File: src/rtl/core/dsdl_pkg.sv
`timescale 1ns / 1ps
// ----------------------------------------------------------------------------
// Depth-sorted draw list package
// Shared constants and types for the cell chain that holds the sorted list.
// ----------------------------------------------------------------------------
package dsdl_pkg;

	localparam int unsigned ListCapacity = 64;
	localparam int unsigned CountW = $clog2(ListCapacity + 1);

	typedef enum logic [1:0] {
		OP_CLEAR  = 2'd0,
		OP_INSERT = 2'd1,
		OP_DRAIN  = 2'd2,
		OP_NONE   = 2'd3
	} op_t;

	typedef struct packed {
		logic [4:0]  point_count;
		logic [7:0]  colour;
		logic [63:0] coords_a;
		logic [63:0] coords_b;
		logic [63:0] coords_c;
		logic [63:0] coords_d;
	} prim_t;

	typedef struct packed {
		logic [31:0] key;
		prim_t       prim;
	} entry_t;

	// control broadcast to every cell
	typedef struct packed {
		logic   insert;
		logic   shift;
		entry_t entry;
	} cell_ctrl_t;

	function automatic logic [31:0] depth_key(input logic signed [31:0] d);
		depth_key = d ^ 32'h8000_0000;
	endfunction

endpackage

File: src/rtl/core/dsdl_cell.sv
`timescale 1ns / 1ps
// ----------------------------------------------------------------------------
// Draw list cell
// Holds one entry of the sorted list. On insert a cell keeps its entry, takes
// the new one, or takes its upstream neighbor's; on drain the chain rotates
// toward cell 0, each cell taking its downstream neighbor's entry.
// ----------------------------------------------------------------------------
module dsdl_cell import dsdl_pkg::*; (
	input  logic       clk,
	input  cell_ctrl_t ctrl,
	input  logic       prev_goes_after,
	input  entry_t     prev_entry,
	input  entry_t     next_entry,
	input  logic       occupied,
	output logic       goes_after,
	output entry_t     entry
);
	entry_t entry_q;
	logic   after_me;

	assign entry = entry_q;
	// new word lands behind every occupied entry with key >= its own
	assign after_me = occupied && (entry_q.key >= ctrl.entry.key);
	assign goes_after = after_me;

	always_ff @(posedge clk) begin
		if (ctrl.shift) begin
			entry_q <= next_entry;
		end else if (ctrl.insert && !after_me) begin
			entry_q <= prev_goes_after ? ctrl.entry : prev_entry;
		end
	end
endmodule

File: config.mk
export PLATFORM = sky130hd
export DESIGN_NAME = dsdl_cell
export DESIGN_NICKNAME = d
export VERILOG_FILES = /design/src/rtl/core/dsdl_pkg.sv /design/src/rtl/core/dsdl_cell.sv
export SDC_FILE = /design/constraint.sdc
export NUM_CORES = 1
export LEC_CHECK = 0
export ABC_AREA = 1
export BUFFER_PORTS_ARGS = -buffer_cell sky130_fd_sc_hd__clkbuf_2
export CAP_MARGIN = 30
export CELL_PAD_IN_SITES_DETAIL_PLACEMENT = 0
export CELL_PAD_IN_SITES_GLOBAL_PLACEMENT = 1
export CORE_AREA = 2 2 472 474
export CTS_BUF_LIST = sky130_fd_sc_hd__clkbuf_2 sky130_fd_sc_hd__clkbuf_4 sky130_fd_sc_hd__clkbuf_8
export DETAILED_ROUTE_END_ITERATION = 6
export DIE_AREA = 0 0 474 476
export PLACE_DENSITY = 0.31
export SLEW_MARGIN = 5
export SYNTH_ARGS = -nofsm -noshare
export SYNTH_HDL_FRONTEND = slang
export SYNTH_SLANG_ARGS = --single-unit
File: constraint.sdc
create_clock -name clk -period 23.9 [get_ports clk]
set_input_delay 1.195 -clock clk [delete_from_list [all_inputs] [get_ports clk]]
set_output_delay 1.195 -clock clk [all_outputs]
set_load 0.05 [all_outputs]
==> results of run 1 <==
[metal layers]
metal / vias up / GRT usage (%) / wire (um)
met5: - / 0 / 663
met2: 1088 / 23.4 / 76900
met3: 359 / 6.79 / 18600
met4: 106 / 3.33 / 3930
met1: 9032 / 16.9 / 68500
li1: 8615 / - / -
[stage by stage]
stage	instance area [um^2]	power, mW
CTS	26700	1.94
global placement	25200	1.23
global route	26700	1.98
finish	26800	1.88
detailed placement	25200	1.23
floorplan	15900	0.989
[cell families (layout without fill, tap and decap cells)]
family	count (synthesis)	after routing	synth area share [%]
AO/OA/AOI/OAI	624	624	19.7
adder cells (fa/ha/maj)	32	32	2.52
buffers and inverters	178	1414	5.59
flip-flops	301	301	56.8
other	0	29	0
AND/OR/NAND/NOR	649	649	15.4
[synth_stat cells, drive strengths merged]
library cell  instances
a21oi               560
clkbuf                9
edfxtp              301
nand4                 3
nor3                  1
o21a                  2
buf                 125
nand2               366
ha                   32
nor2                279
o21ai                62
inv                  44
[final cells by class]
class / instances / area share (%)
clock buffer: 105 / 4.83
multi-input combinational: 1305 / 22.3
tap: 2975 / 13.9
timing repair buffer: 1234 / 23.6
antenna: 29 / 0.271
inverter: 44 / 0.673
sequential: 301 / 33.7
clock inverter: 31 / 0.621
[power breakdown]
group          total, mW  leakage (nW)  switching, mW  internal (mW)
logic              0.532          7.96          0.401          0.130
clock network      0.680         0.777          0.322          0.359
registers          0.670          3.01         0.0196          0.651
total               1.88          11.7          0.743           1.14
[worst max-delay path by stage]
stage / startpoint / to / slack (ns) / cells past startpoint
final: ctrl[300] / entry[163]$_DFFE_PP_ / 18.69 / 14
after global routing: ctrl[300] / entry[163]$_DFFE_PP_ / 18.49 / 14
after CTS: entry[292]$_DFFE_PP_ / entry[163]$_DFFE_PP_ / 18.62 / 12
after detailed placement: ctrl[298] / entry[92]$_DFFE_PP_ / 17.73 / 14
after global placement: ctrl[292] / entry[145]$_DFFE_PP_ / 17.78 / 14
after floorplan: ctrl[276] / entry[0]$_DFFE_PP_ / 14.66 / 15
[worst min-delay path, stage by stage]
cell,delay [ns]
clkbuf_2,0.08
nand2_1,0.04
o21ai_0,0.06
==> metrics.md, run 1 <==
| Metric | Value |
|---|---|
| Outcome | `complete, no violations` |
| Leading area contributor after synthesis | `edfxtp_1` |
| DRT Pass-1 Iters | `5` |
| Number of buffers created by CTS | `between 70 and 80` |
| Grt ovf | `0` |
| Min Tclk post-route | `5.21 ns` |
| Chip height | `roughly 480 um` |
| Antenna violations before repair | `approximately 180` |
| Final Max Tran Viols | `0` |
| PortBufs | `approximately 1,200` |
| Most frequent cells in the layout | `clkbuf_2 (1,207), a21oi_1 (560), nand2_1 (365), edfxtp_1 (301), nor2_1 (279)` |
| Die W | `474 um` |
| Slowest CP cell | `buf_4` |
| Critical Path Sink Type | `register` |
| Dpl hpwl | `about 140,000 um` |
| Clk_skew | `between 0.05 and 0.06 ns` |
| Site Rows | `about 170` |
| CP Launch Type | `input port` |
| Power Dens Cells | `70.3 nW/um^2` |
| Area fraction of the dominant cell type after synthesis | `around 57%` |
| Arrival @ worst endpoint | `5.61 ns` |
| CP peak stage delay | `just over 0.8 ns` |
| Clock Tree Root | `clkbuf_8` |
| Worst slack at placement | `between 15 and 20 ns` |
| RePlAce Congestion | `between 0.8 and 0.9` |
| Hold-fix buffers, CTS | `0` |
| RSZ-0062 raised after global routing | `false` |
| WL final | `between 150,000 and 200,000 um` |
| Cell mode on critical path | `nand2_1` |
| Setup TNS | `0 ns` |
| DRT antenna net count | `0` |
| Worst path bufs/invs | `5` |
| Post-layout nets | `about 3,900` |
| Wire per inst | `between 20 and 30 um` |
| Vias | `roughly 19,000` |
| Syn avg cell area | `about 8.9 um^2` |
| Area taken by flip-flops and latches | `approximately 9000 um^2` |
| Setup-failing EPs final | `0` |
| Setup ws final | `18.69 ns` |
| Post-CTS resize count | `0` |
| Final cell count without fillers | `~6,000` |
| Hold Path Sink | `entry[270]$_DFFE_PP_` |
| Commonest non-fill, non-tap cell in the layout | `clkbuf_2` |
| Clk sinks | `301` |
| IO Pins | `~1,200` |
| Setup bufs post-CTS | `0` |
| Seq cells post-synth | `between 300 and 400` |
| Placed Cells | `slightly below 6,000` |
| Sequential-to-total area share from yosys stat | `between 50% and 60%` |
| Largest register FFs | `about 300` |
| Ys Warns | `0` |
| First-pass GRT wire length | `~210,000 um` |
| Worst reg2reg path startpoint | `entry[292]$_DFFE_PP_` |
| Cells after Synth | `1,784` |
| Max-Cap Viols | `0` |
| Syn_nets | `~2,700` |
| Fin crit share | `21.8%` |
| Worst-case reg-to-reg path depth | `12` |
| Relative slew slack | `a little over a third` |
| Max VDD drop | `37.2 uV` |
| Crit Path Max Fanout | `57` |
| Initial Util | `7.20%` |
| WS Path Type | `input port to register` |
| Final Hold Vio Count | `0` |
| Residual DRC count | `0` |
| CTS tree | `built` |
| Worst-Skew Late Latency | `between 0.8 and 0.9 ns` |
| Synth unique cells | `16` |
| Initial DRC count | `849` |
| Crit path cell chain | `clkbuf_2 > inv_1 > ha_1 > a21oi_1 > o21a_1 > nand2_1 > a21oi_1 > nand2_1 > nand2_1 > nand2_1 > nand2_4 > buf_4 > buf_4 > buf_4` |
| Core area | `between 200,000 and 250,000 um^2` |
| Hold_sp | `next_entry[270]` |
| Fin Hold WS | `slightly below 0.7 ns` |
| Fill cells | `25,961` |
| Largest net degree at the start of global routing | `approximately 140` |
| Max Fclk | `about 190 MHz` |
| H-tree levels | `3` |
| Top post-synthesis cells by area | `edfxtp_1 (57%), a21oi_1 (18%), nand2_1 (8.6%)` |
| Final core utilization | `around an eighth` |
| Multi-input gate area | `~6000 um^2` |
| Total Die Area | `roughly 230,000 um^2` |
| Cell family with most CP delay | `buffers and inverters` |
| Netlist Area Pre-Place | `between 15,000 and 20,000 um^2` |
| Leak pwr | `between 10 and 15 nW` |
| GRT Overall Usage | `roughly 14%` |
| R2r endpoint | `entry[163]$_DFFE_PP_` |
| Layout Area Growth over Synthesis | `68.4%` |
| Hold Path Class | `input port to register` |
| Slew @ Worst Pin | `between 0.9 and 1 ns` |
| Vias in the first global route | `roughly 20,000` |
| Max clock buf depth | `3` |
| Layout cell share with drive strength beyond 1 | `between 40 and 50%` |
| R2R Setup Slk | `approximately 19 ns` |
| Worst-path clk slew | `~0.05 ns` |
| Hold depth | `3` |
| Vias per inst | `about 3.2` |
| WP data required | `about 24 ns` |
Power figures use the tool's default switching activity.
==> inputs of run 2 (changes only) <==
--- a/config.mk
+++ b/config.mk
@@ -5,15 +5,15 @@
 export SDC_FILE = /design/constraint.sdc
 export NUM_CORES = 1
 export LEC_CHECK = 0
-export ABC_AREA = 1
+export ABC_AREA = 0
 export BUFFER_PORTS_ARGS = -buffer_cell sky130_fd_sc_hd__clkbuf_2
 export CAP_MARGIN = 30
 export CELL_PAD_IN_SITES_DETAIL_PLACEMENT = 0
 export CELL_PAD_IN_SITES_GLOBAL_PLACEMENT = 1
-export CORE_AREA = 2 2 472 474
+export CORE_AREA = 2 2 466 468
 export CTS_BUF_LIST = sky130_fd_sc_hd__clkbuf_2 sky130_fd_sc_hd__clkbuf_4 sky130_fd_sc_hd__clkbuf_8
 export DETAILED_ROUTE_END_ITERATION = 6
-export DIE_AREA = 0 0 474 476
+export DIE_AREA = 0 0 468 470
 export PLACE_DENSITY = 0.31
 export SLEW_MARGIN = 5
 export SYNTH_ARGS = -nofsm -noshare
==> constraint.sdc (replaced) <==
create_clock -name clk -period 5.05 [get_ports clk]
set_input_delay 0.2525 -clock clk [delete_from_list [all_inputs] [get_ports clk]]
set_output_delay 0.2525 -clock clk [all_outputs]
set_load 0.05 [all_outputs]
==> metrics.md, run 2 <==
| Metric | Value |
|---|---|
| Combinational power share | `33.3%` |
| Crit. path cell count | `7` |
| Number of buffers created by CTS | `74` |
| Outcome | `complete, no violations` |
| Critical Path Sink Type | `output pin` |
| Power Dens Cells | `286 nW/um^2` |
| Max clock buf depth | `3` |
| Synth unique cells | `27` |
| Clk sinks | `301` |
| Sequential-to-total area share from yosys stat | `about 57%` |
| Layout cell share with drive strength beyond 1 | `40.8%` |
| Wire per inst | `between 20 and 25 um` |
| Top FF cell, synth | `edfxtp_1` |
| Worst path bufs/invs | `1` |
| Leading area contributor after synthesis | `edfxtp_1` |
| Site Rows | `around 170` |
| Post-CTS resize count | `0` |
| Setup TNS | `0 ns` |
| Int Power | `about 6 mW` |
| Antenna violations before repair | `143` |
| CP peak stage delay | `roughly 0.44 ns` |
| Sequential power share | `roughly a third` |
| DRT antenna net count | `0` |
| Vias per inst | `a little over 3` |
| Cell family with most CP delay | `compound AO/OA/AOI/OAI gates` |
| Vias in the first global route | `a little over 20,000` |
| Setup ws final | `approximately 1.5 ns` |
| Die W | `around 470 um` |
| Post-layout nets | `4,208` |
| Largest register FFs | `about 300` |
| Crit path cell chain | `ha_1 > nand2_1 > or3_1 > o32a_1 > a211oi_2 > o21a_1 > clkbuf_2` |
| Slowest CP cell | `a211oi_2` |
| Leak pwr | `15.2 nW` |
| Crit Path Max Fanout | `2` |
| GRT Overall Usage | `13.2%` |
| Core area | `216,000 um^2` |
| Total Die Area | `between 200,000 and 250,000 um^2` |
| IO Pins | `around 1,200` |
| Ys async rst share | `0%` |
| DRT Pass-1 Iters | `5` |
| Clock power share | `roughly 33%` |
| Worst-path clk slew | `roughly 0.050 ns` |
| Initial Util | `between 7 and 8%` |
| PortBufs | `roughly 1,200` |
| RePlAce Congestion | `0.881` |
| H-tree levels | `3` |
| Switching Power | `between 3 and 4 mW` |
| Initial DRC count | `822` |
| Clock Tree Root | `clkbuf_8` |
| CTS tree | `built` |
| Chip height | `around 470 um` |
| RSZ-0062 raised after global routing | `false` |
| Arrival @ worst endpoint | `between 3 and 4 ns` |
| Netlist Area Pre-Place | `roughly 16,000 um^2` |
| Cells after Synth | `about 1,400` |
| WL final | `roughly 150,000 um` |
| Worst slack at placement | `between 1.5 and 2 ns` |
| WS Path Type | `register to output pin` |
| Fin crit share | `69.6%` |
| Number of synthesized flops with an enable pin | `301` |
| Pwr Total | `~9.6 mW` |
| Syn_nets | `roughly 2,400` |
| Most common cell in the netlist | `nand2_1` |
| Min Tclk post-route | `between 3 and 4 ns` |
| Vias | `a little under 20,000` |
| First-pass GRT wire length | `about 190,000 um` |
| Slew @ Worst Pin | `0.995 ns` |
| Ys Warns | `0` |
| Layout Area Growth over Synthesis | `110%` |
| Max-Cap Viols | `0` |
| Clk_skew | `approximately 0.023 ns` |
| Commonest non-fill, non-tap cell in the layout | `clkbuf_2` |
| Hold depth | `3` |
| Syn avg cell area | `approximately 11 um^2` |
| Relative slew slack | `approximately a third` |
| Area fraction of the dominant cell type after synthesis | `56.8%` |
| Final Hold Vio Count | `0` |
| Dpl hpwl | `around 130,000 um` |
| Final core utilization | `about 15%` |
| Seq cells post-synth | `between 300 and 400` |
| Max VDD drop | `around 180 uV` |
| Worst-Skew Late Latency | `~0.80 ns` |
| Sw frac | `a little under two fifths` |
| Grt ovf | `0` |
| Final Max Tran Viols | `0` |
| Setup-failing EPs final | `0` |
| WP data required | `~4.8 ns` |
| Hold Path Class | `input port to register` |
| Most frequent cells in the layout | `clkbuf_2 (1,207), dlygate4sd3_1 (634), nand2_1 (309), o21ai_0 (306)` |
| Max Fclk | `roughly 280 MHz` |
| Worst-case reg-to-reg path depth | `7` |
| Largest net degree at the start of global routing | `approximately 180` |
| Top post-synthesis cells by area | `edfxtp_1 (57%), mux2i_1 (19%), o21ai_0 (9.6%)` |
| Residual DRC count | `0` |
| CP Launch Type | `register` |
| Most common library cells after synthesis | `nand2_1 (309), o21ai_0 (307), edfxtp_1 (301), mux2i_1 (301), clkbuf_1 (67)` |
-- run 2: final cells by class --
cell class	count	area (um^2)
inverters	34	128
flip-flops and latches	301	9040
clock buffers	97	1200
multi-input cells	986	6410
clock inverters	31	228
diodes	25	62.6
fillers	24789	182000
well taps	2854	3570
repair buffers	1871	12800
-- run 2: repair_timing --
| item | 4_1_cts | 5_1_grt |
|---|---|---|
| hold endpoints to repair | 302 | 0 |
| hold buffers | 634 | 0 |
| setup buffers | 0 | 0 |
-- run 2: power by group through the flow --
stage	clock network, mW	logic [mW]	registers, mW
after detailed placement	0	2.73	3.28
after CTS	3.37	3.25	3.24
final	3.13	3.18	3.23
after global placement	0	2.74	3.28
after floorplan	0	0.510	4.33
after global routing	3.42	3.39	3.26
-- run 2: stage by stage --
step / hold slack (ns) / cell area, um^2 / std cells
after floorplan: 0.440 / 16000 / 1422
after global placement: 0.532 / 25600 / 5412
after detailed placement: 0.537 / 25600 / 5412
after CTS: 0.00939 / 33300 / 6174
after global routing: 0.105 / 33400 / 6181
final: 0.102 / 33400 / 6199
-- run 2: cells by family after synthesis --
kind of cell	Yosys count	synth area share [%]
multiplexers	301	18.9
AO/OA/AOI/OAI	329	10.5
adder cells (fa/ha/maj)	32	2.51
AND/OR/NAND/NOR	324	7.85
flip-flops	301	56.8
buffers and inverters	135	3.43
-- run 2: final timing paths --
| check | from | to | slack, ns |
|---|---|---|---|
| worst max-delay path | entry[276]$_DFFE_PP_ | goes_after | 1.54 |
| worst min-delay path | prev_entry[236] | entry[236]$_DFFE_PP_ | 0.10 |
| worst max register to register | entry[276]$_DFFE_PP_ | entry[195]$_DFFE_PP_ | 1.80 |
| worst min register to register | entry[300]$_DFFE_PP_ | entry[228]$_DFFE_PP_ | 1.16 |
-- run 2: per-layer routing --
metal  up-vias  wire length, um  global-route usage, %
met1      8869            58500                   14.8
met3       285            18300                   6.62
met5         -              609                      0
met2      1048            70200                   22.1
li1       8933                -                      -
met4        92             2960                   3.16
-- run 2: worst register-to-register path: stages (launching register included) --
cell,delay (ns)
edfxtp_1,0.39
ha_1,0.31
nand2_1,0.07
or3_1,0.42
o32a_1,0.41
a211oi_2,0.44
o21ai_4,0.28
buf_12,0.28
==> inputs of run 3 (changes only) <==
--- a/config.mk
+++ b/config.mk
@@ -10,10 +10,10 @@
 export CAP_MARGIN = 30
 export CELL_PAD_IN_SITES_DETAIL_PLACEMENT = 0
 export CELL_PAD_IN_SITES_GLOBAL_PLACEMENT = 1
-export CORE_AREA = 2 2 466 468
+export CORE_AREA = 2 2 469 471
 export CTS_BUF_LIST = sky130_fd_sc_hd__clkbuf_2 sky130_fd_sc_hd__clkbuf_4 sky130_fd_sc_hd__clkbuf_8
 export DETAILED_ROUTE_END_ITERATION = 6
-export DIE_AREA = 0 0 468 470
+export DIE_AREA = 0 0 471 473
 export PLACE_DENSITY = 0.31
 export SLEW_MARGIN = 5
 export SYNTH_ARGS = -nofsm -noshare
==> constraint.sdc (replaced) <==
create_clock -name clk -period 3.15 [get_ports clk]
set_input_delay 0.1575 -clock clk [delete_from_list [all_inputs] [get_ports clk]]
set_output_delay 0.1575 -clock clk [all_outputs]
set_load 0.05 [all_outputs]
==> metrics.md, run 3 (synthesis gave the netlist of run 2 again) <==
| Metric | Value |
|---|---|
| PortBufs | `between 1,000 and 1,500` |
| Fill cells | `around 25,000` |
| First-pass GRT wire length | `around 200,000 um` |
| Worst slack at placement | `~0.11 ns` |
| Int Power | `~9.8 mW` |
| Slowest CP cell | `edfxtp_1` |
| WL final | `between 150,000 and 200,000 um` |
| Setup TNS | `0 ns` |
| Clk sinks | `approximately 300` |
| Number of buffers created by CTS | `73` |
| Die W | `about 470 um` |
| DRT Pass-1 Iters | `5` |
| Largest net degree at the start of global routing | `roughly 120` |
| WS Path Type | `register to output pin` |
| Commonest non-fill, non-tap cell in the layout | `clkbuf_2` |
| Layout cell share with drive strength beyond 1 | `a little over two fifths` |
| Min Tclk post-route | `~3.0 ns` |
| Site Rows | `approximately 170` |
| Hold Path Class | `input port to register` |
| CTS tree | `built` |
| Outcome | `complete, no violations` |
| Vias in the first global route | `roughly 20,000` |
| Arrival @ worst endpoint | `approximately 2.9 ns` |
| Critical Path Sink Type | `output pin` |
| Largest register FFs | `301` |
| Clock Tree Root | `clkbuf_8` |
| Multi-input gate area | `6460 um^2` |
| Relative slew slack | `between 50% and 60%` |
| Crit Path Max Fanout | `2` |
| Cell family with most CP delay | `compound AO/OA/AOI/OAI gates` |
| Vias per inst | `3.11` |
| Area taken by flip-flops and latches | `roughly 9000 um^2` |
| Crit path cell chain | `ha_4 > nand2_2 > or3_4 > o32a_1 > a211oi_4 > o21a_1 > buf_8` |
| Post-layout nets | `approximately 4,300` |
| IO Pins | `between 1,000 and 1,500` |
| Clk_skew | `~0.063 ns` |
| Max VDD drop | `270 uV` |
| Vias | `slightly below 20,000` |
| Worst-Skew Late Latency | `just over 0.8 ns` |
| Antenna violations before repair | `about 180` |
| Initial Util | `7.30%` |
| Final instance area | `approximately 34,000 um^2` |
| Chip height | `473 um` |
| Placed instance area | `26,100 um^2` |
| Power Dens Cells | `roughly 460 nW/um^2` |
| Dpl hpwl | `between 100,000 and 150,000 um` |
| Final Max Tran Viols | `0` |
| Final Hold Vio Count | `0` |
| GRT Overall Usage | `roughly 14%` |
| Slew @ Worst Pin | `0.742 ns` |
| Setup ws final | `0.101 ns` |
| H-tree levels | `3` |
| Residual DRC count | `0` |
| Clock power share | `between 30% and 40%` |
| Setup-failing EPs final | `0` |
| DRT antenna net count | `0` |
| Most frequent cells in the layout | `clkbuf_2 (1,206), dlygate4sd3_1 (635), nand2_1 (307), o21ai_0 (306)` |
| Pwr Total | `around 16 mW` |
| RSZ-0062 raised after global routing | `true` |
| Max-Cap Viols | `0` |
| Sequential power share | `33.1%` |
| Combinational power share | `approximately a third` |
| Total Die Area | `between 200,000 and 250,000 um^2` |
| Wire per inst | `about 25 um` |
| Switching Power | `~5.9 mW` |
| CP Launch Type | `register` |
| Layout Area Growth over Synthesis | `114%` |
| CP peak stage delay | `around 0.43 ns` |
| Max clock buf depth | `3` |
| Core area | `about 220,000 um^2` |
| Max Fclk | `between 300 and 400 MHz` |
| Fin crit share | `roughly 97%` |
| Leak pwr | `roughly 16 nW` |
| Worst-path clk slew | `approximately 0.06 ns` |
| Grt ovf | `0` |
| Sw frac | `between 30 and 40%` |
| WP data required | `approximately 3.0 ns` |
| Worst path bufs/invs | `1` |
| Initial DRC count | `a little over 900` |
| RePlAce Congestion | `roughly 0.83` |
## run 3: cell types whose count changed in the layout (fill, tap and decap cells not counted), sizes merged
cell         change
buf             +46
bufinv           +3
clkbuf           -1
clkinv           +1
clkinvlp         +1
diode           +11
dlygate4sd3      +1
inv              -1
## run 3: worst reg2reg max path, delay by kind of cell, from the launching register on
kind / cells / cell delay (ns)
AOI/OAI and AO/OA: 5 / 1.13
adders and majority gates: 1 / 0.27
buffers and inverters: 3 / 0.73
DFF: 1 / 0.43
## run 3: what timing repair did
action	CTS	global route
buffers inserted	2	0
hold buffers	635	0
hold endpoints to repair	318	0
gates cloned	0	0
pin swaps	7	1
endpoints found under the setup margin	1	1
gates resized for setup	10	1
## run 3: routing by layer
metal	wire [um]	vias up	GRT usage [%]	part of all wire (%)
met4	4810	126	4.64	3.0
met2	70700	1121	21.8	45
met1	61200	8887	15.3	39
li1	-	9029	-	-
met5	809	-	0.0649	0.51
met3	21000	341	7.94	13
## run 3: per-stage QoR
step | utilization (%) | hold WS (ns) | instances
6_report | 15.6 | 0.115 | 6277
3_5_place_dp | 11.9 | 0.443 | 5472
4_1_cts | 15.6 | 0.00295 | 6241
5_1_grt | 15.6 | 0.0582 | 6252
2_1_floorplan | - | 0.345 | 1422
3_3_place_gp | 11.9 | 0.435 | 5472
## run 3: worst paths after layout
check / cells after the start / end / startpoint / slack, ns
worst max-delay path: 7 / goes_after / entry[276]$_DFFE_PP_ / 0.10
worst min-delay path: 3 / entry[84]$_DFFE_PP_ / ctrl[84] / 0.12
worst max register to register: 9 / entry[141]$_DFFE_PP_ / entry[276]$_DFFE_PP_ / 0.21
worst min register to register: 4 / entry[283]$_DFFE_PP_ / entry[300]$_DFFE_PP_ / 0.98
## run 3: final cells by class
cell class              count  area share (%)
clock inverters            35           0.881
repair buffers           1917            38.9
clock buffers              97            3.51
inverters                  34           0.374
well taps                2871            10.5
diodes                     36           0.264
multi-input cells         986            19.0
flip-flops and latches    301            26.5
## run 3: power groups by stage
stage	combinational (mW)	sequential [mW]	clock [mW]
global placement	4.51	5.28	0
CTS	5.37	5.21	5.63
global route	5.58	5.24	5.72
floorplan	0.818	6.95	0
detailed placement	4.48	5.28	0
finish	5.25	5.20	5.25
